--- config.mk ---
export PLATFORM = sky130hd
export DESIGN_NAME = dgti_mac
export DESIGN_NICKNAME = d
export VERILOG_FILES = /design/src/dgti_pkg.sv /design/src/dgti_mac.sv
export SDC_FILE = /design/constraint.sdc
export NUM_CORES = 1
export LEC_CHECK = 0
export CAP_MARGIN = 20
export CELL_PAD_IN_SITES_DETAIL_PLACEMENT = 1
export CELL_PAD_IN_SITES_GLOBAL_PLACEMENT = 1
export CORE_ASPECT_RATIO = 0.7
export CORE_MARGIN = 1.5
export CORE_UTILIZATION = 41
export DETAILED_ROUTE_END_ITERATION = 6
export DONT_BUFFER_PORTS = 1
export GPL_TIMING_DRIVEN = 0
export PLACE_DENSITY = 0.82
export SYNTH_ARGS = -nofsm -noshare
export SYNTH_HDL_FRONTEND = slang
export SYNTH_SLANG_ARGS = --single-unit
--- constraint.sdc ---
create_clock -name vclk -period 8
set_clock_uncertainty 0.15 [all_clocks]
set_input_delay 0.8 -clock vclk [all_inputs]
set_output_delay 0.8 -clock vclk [all_outputs]
set_load 0.03 [all_outputs]
--- src/dgti_pkg.sv ---
// dgti_pkg: sizes, register indexes and sequencer states of the depth grid interpolator
// used by every module of the block but dgti_ram; depends on nothing

package dgti_pkg;

	localparam int MAX_WIDTH  = 256;
	localparam int MAX_HEIGHT = 256;
	localparam int DEPTH_BITS = 16;
	localparam int FRAC_BITS  = 8;

	localparam int FIELD_BITS = 16;
	localparam int CFG_BITS   = 16;
	localparam int SIZE_BITS  = 9;

	localparam int STORE_SIZE = MAX_WIDTH * MAX_HEIGHT;
	localparam int ADDR_BITS  = $clog2(STORE_SIZE);
	localparam int W_BITS     = $clog2(MAX_WIDTH + 1);
	localparam int H_BITS     = $clog2(MAX_HEIGHT + 1);
	localparam int INT_BITS   = (FIELD_BITS - FRAC_BITS > 0) ? FIELD_BITS - FRAC_BITS : 1;
	localparam int WGT_BITS   = FRAC_BITS + 1;

	localparam int MAC_A_BITS = (DEPTH_BITS > INT_BITS) ? DEPTH_BITS : INT_BITS;
	localparam int MAC_B_BITS = (WGT_BITS > W_BITS) ? WGT_BITS : W_BITS;
	localparam int NUM_BITS   = DEPTH_BITS + FRAC_BITS + 1;
	localparam int ACC_BITS   = (NUM_BITS > ADDR_BITS + 1) ? NUM_BITS : ADDR_BITS + 1;

	typedef enum logic [1:0] {
		CFG_IMAGE_WIDTH   = 2'd0,
		CFG_IMAGE_HEIGHT  = 2'd1,
		CFG_INVALID_DEPTH = 2'd2
	} cfg_index_t;

	typedef enum logic [2:0] {
		ST_IDLE,
		ST_BASE,
		ST_RD0,
		ST_RD1,
		ST_RD2,
		ST_MAC3
	} state_t;

	typedef enum logic {
		MODE_WRITE = 1'b0,
		MODE_QUERY = 1'b1
	} mode_t;

endpackage

--- src/dgti_mac.sv ---
// dgti_mac: shared multiply-add unit, y = a * b + c
// depends on dgti_pkg for operand and accumulator widths

module dgti_mac
	import dgti_pkg::*;
(
	input  logic [MAC_A_BITS-1:0] a,
	input  logic [MAC_B_BITS-1:0] b,
	input  logic [ACC_BITS-1:0]   c,
	output logic [ACC_BITS-1:0]   y
);

	logic [MAC_A_BITS+MAC_B_BITS-1:0] prod;

	always_comb begin
		prod = (MAC_A_BITS + MAC_B_BITS)'(a) * (MAC_A_BITS + MAC_B_BITS)'(b);
		y    = ACC_BITS'(ACC_BITS'(prod) + c);
	end

endmodule

==> results_dict.tcl <==
set metrics [dict create \
    die_width_um 138 \
    crit_path_start "b[0]" \
    fraction_of_layout_cells_with_a_size_suffix_above_1_pct 1.50 \
    n_sequential_cell 0 \
    crit_fanout 10 \
    hold_buffers 0 \
    synthCells 599 \
    clock_buffers 0 \
    post_cts_resize_count 0 \
    seq_area_frac_synth_pct 0 \
    cp_data_arrival_time_ns 6.44 \
    worst_path_largest_cell_delay_ns 0.60 \
    dpl_worst_slack_ns 0.684 \
    timing.hold.worst_path_depth 1 \
    grt_first_pass_wirelength_um 25700 \
    run_status "finished clean" \
    min_from "c[0]" \
    max_cap_violations 0 \
    syn-mean-instance-area_sq_um 8.69 \
    insertedDiodeCount 0 \
    worst_path_max_delay_cell "sky130_fd_sc_hd__xor2_1" \
    finalWirelength_um 15300 \
    post-route-worst-setup-slack_ns 0.609 \
    timing.critical_path.from_type "primary input" \
    crit_family "adder cells" \
    rsz0062_at_grt "no" \
    min_period_ns 7.39 \
    fin_cells 761 \
    worst_pin_slew_ns 0.783 \
    cp_data_required_time_ns 7.05 \
    path_cells "clkbuf_1, nand2_1, fa_1, inv_1, fa_1, inv_1, fa_1, inv_1, fa_1, inv_1, fa_1, inv_1, ha_1, o21ai_0, nor2_1, nand2_1, a21oi_1, a41oi_1, o21ai_0, xor2_1" \
    port_buffers 0 \
    synthToLayoutAreaGrowth_pct 3.89 \
    mapped_area_sq_mm 0.00520 \
    hold_end "y[0]" \
    register_area_sq_um 0 \
    fillCellCount 1491 \
    first_global_vias 4804 \
    via_count 4066 \
    initial_core_utilization_pct 41.9 \
    routabilityCongestion 0.858 \
    critPathCaptureType "primary output" \
    timing.final.setup_violations 0 \
    drt_first_pass_iters 4 \
    groute.usage.overall_pct 24.7 \
    num_rows 34 \
    critPathBufInv 6 \
    hold_ws_ns 1.73 \
    core_area_sq_mm 0.0124 \
    hold_violations 0 \
    route.detailed.drc 0 \
    setup.worst_path.class "in2out" \
    io_pins 75 \
    final.setup.tns_ns 0 \
    fmax_mhz 135 \
    yosysWarnings 0 \
    route.detailed.wl_per_inst_um 20.1 \
    final_count_of_pins_violating_max_slew 0 \
    gr-total-overflow 0 \
    worst_hold_path_type "in2out" \
    place.detailed.hpwl_um 13600 \
    grt_antenna_before_repair 0 \
    post_drt_via_cell_ratio 5.34 \
    detail_route.iter0.violations 119 \
    grt_max_degree 11 \
    timing.max_slew.rel_slack_pct 47.4 \
    num-nets-final 822 \
    postSynthNetCount 820 \
    die-area_sq_mm 0.0134 \
    detail-route-antenna-nets 0 \
    period_share_pct 92.4 \
    post_cts_setup_buffer_count 0 \
    floorplan.die.height_um 97.3 \
    synth.lib_cells_used.distinct 38 \
    post-place-cells 761 \
]
-- logic make-up after synthesis --
logic type	Yosys count	synth area share, %
buffers and inverters	159	11.5
XOR/XNOR	24	4.04
AND/OR/NAND/NOR	177	17.4
adder cells (fa/ha/maj)	171	58.3
AO/OA/AOI/OAI	68	8.87
-- cell usage in the layout, fill, tap and decap left out, types with 2 or more instances in the layout --
master | Yosys | final
sky130_fd_sc_hd__nor2_1 | 4 | 4
sky130_fd_sc_hd__o21ai_1 | 2 | 2
sky130_fd_sc_hd__o211ai_2 | 2 | 2
sky130_fd_sc_hd__nor3_1 | 2 | 2
sky130_fd_sc_hd__o211ai_1 | 2 | 2
sky130_fd_sc_hd__ha_1 | 52 | 52
sky130_fd_sc_hd__nand2_1 | 79 | 79
sky130_fd_sc_hd__o21ai_0 | 9 | 9
sky130_fd_sc_hd__clkbuf_1 | 15 | 15
sky130_fd_sc_hd__a211oi_1 | 3 | 3
sky130_fd_sc_hd__fa_1 | 119 | 119
sky130_fd_sc_hd__inv_1 | 144 | 144
sky130_fd_sc_hd__and3_1 | 4 | 4
sky130_fd_sc_hd__nand4_1 | 3 | 3
sky130_fd_sc_hd__and2_1 | 75 | 75
sky130_fd_sc_hd__xnor2_1 | 15 | 15
sky130_fd_sc_hd__nand3_1 | 4 | 4
sky130_fd_sc_hd__a221o_1 | 2 | 2
sky130_fd_sc_hd__a21oi_1 | 23 | 23
sky130_fd_sc_hd__a31oi_1 | 4 | 4
sky130_fd_sc_hd__xor2_1 | 9 | 9
sky130_fd_sc_hd__a21o_1 | 11 | 11
-- worst max-delay path by stage --
| stage | cells past startpoint | to | slack (ns) |
|---|---|---|---|
| detailed placement | 20 | y[22] | 0.68 |
| floorplan | 20 | y[24] | 1.39 |
| global placement | 20 | y[24] | 0.86 |
| global route | 20 | y[22] | 0.37 |
| CTS | 20 | y[22] | 0.65 |
| finish | 20 | y[22] | 0.61 |
-- area by class of cell --
| cell class | count | area (sq um) | share of cell area, % |
|---|---|---|---|
| tap | 162 | 203 | 3.75 |
| inverter | 144 | 541 | 10.0 |
| multi-input combinational | 440 | 4610 | 85.2 |
| buffer | 15 | 56.3 | 1.04 |
-- layer usage --
| layer | vias up | part of all wire, % | routed length (um) | track usage [%] |
|---|---|---|---|---|
| met5 | - | 0 | 0 | 0 |
| met4 | 0 | 0.95 | 145 | 2.91 |
| met3 | 18 | 9.0 | 1380 | 6.05 |
| met2 | 143 | 48 | 7360 | 41.0 |
| met1 | 2094 | 42 | 6440 | 33.8 |
| li1 | 1811 | - | - | - |
-- cells in the mapped netlist (all sizes together), types with 2 or more instances --
cell type	instances	area (sq um)
xor2	9	78.8
ha	52	651
a31oi	5	37.5
nand3	4	20.0
xnor2	15	131
o211ai	4	40.0
and3	5	36.3
a221o	2	20.0
or2	2	12.5
and2	75	469
nand2	79	297
a211oi	3	22.5
a21o	12	91.3
nand4	3	18.8
inv	144	541
a21oi	24	124
nor2	4	15.0
clkbuf	15	56.3
o21ai	11	55.1
fa	119	2380
nor3	2	10.0
-- per-stage QoR --
step	utilization [%]	instance area (sq um)
6_report	43.5	5410
5_1_grt	43.5	5410
4_1_cts	43.5	5410
3_5_place_dp	43.5	5410
3_3_place_gp	43.5	5410
2_1_floorplan	-	5200
Power is not shown: default switching activity piles up to over one toggle a cycle in this logic, so the estimate is an artifact.
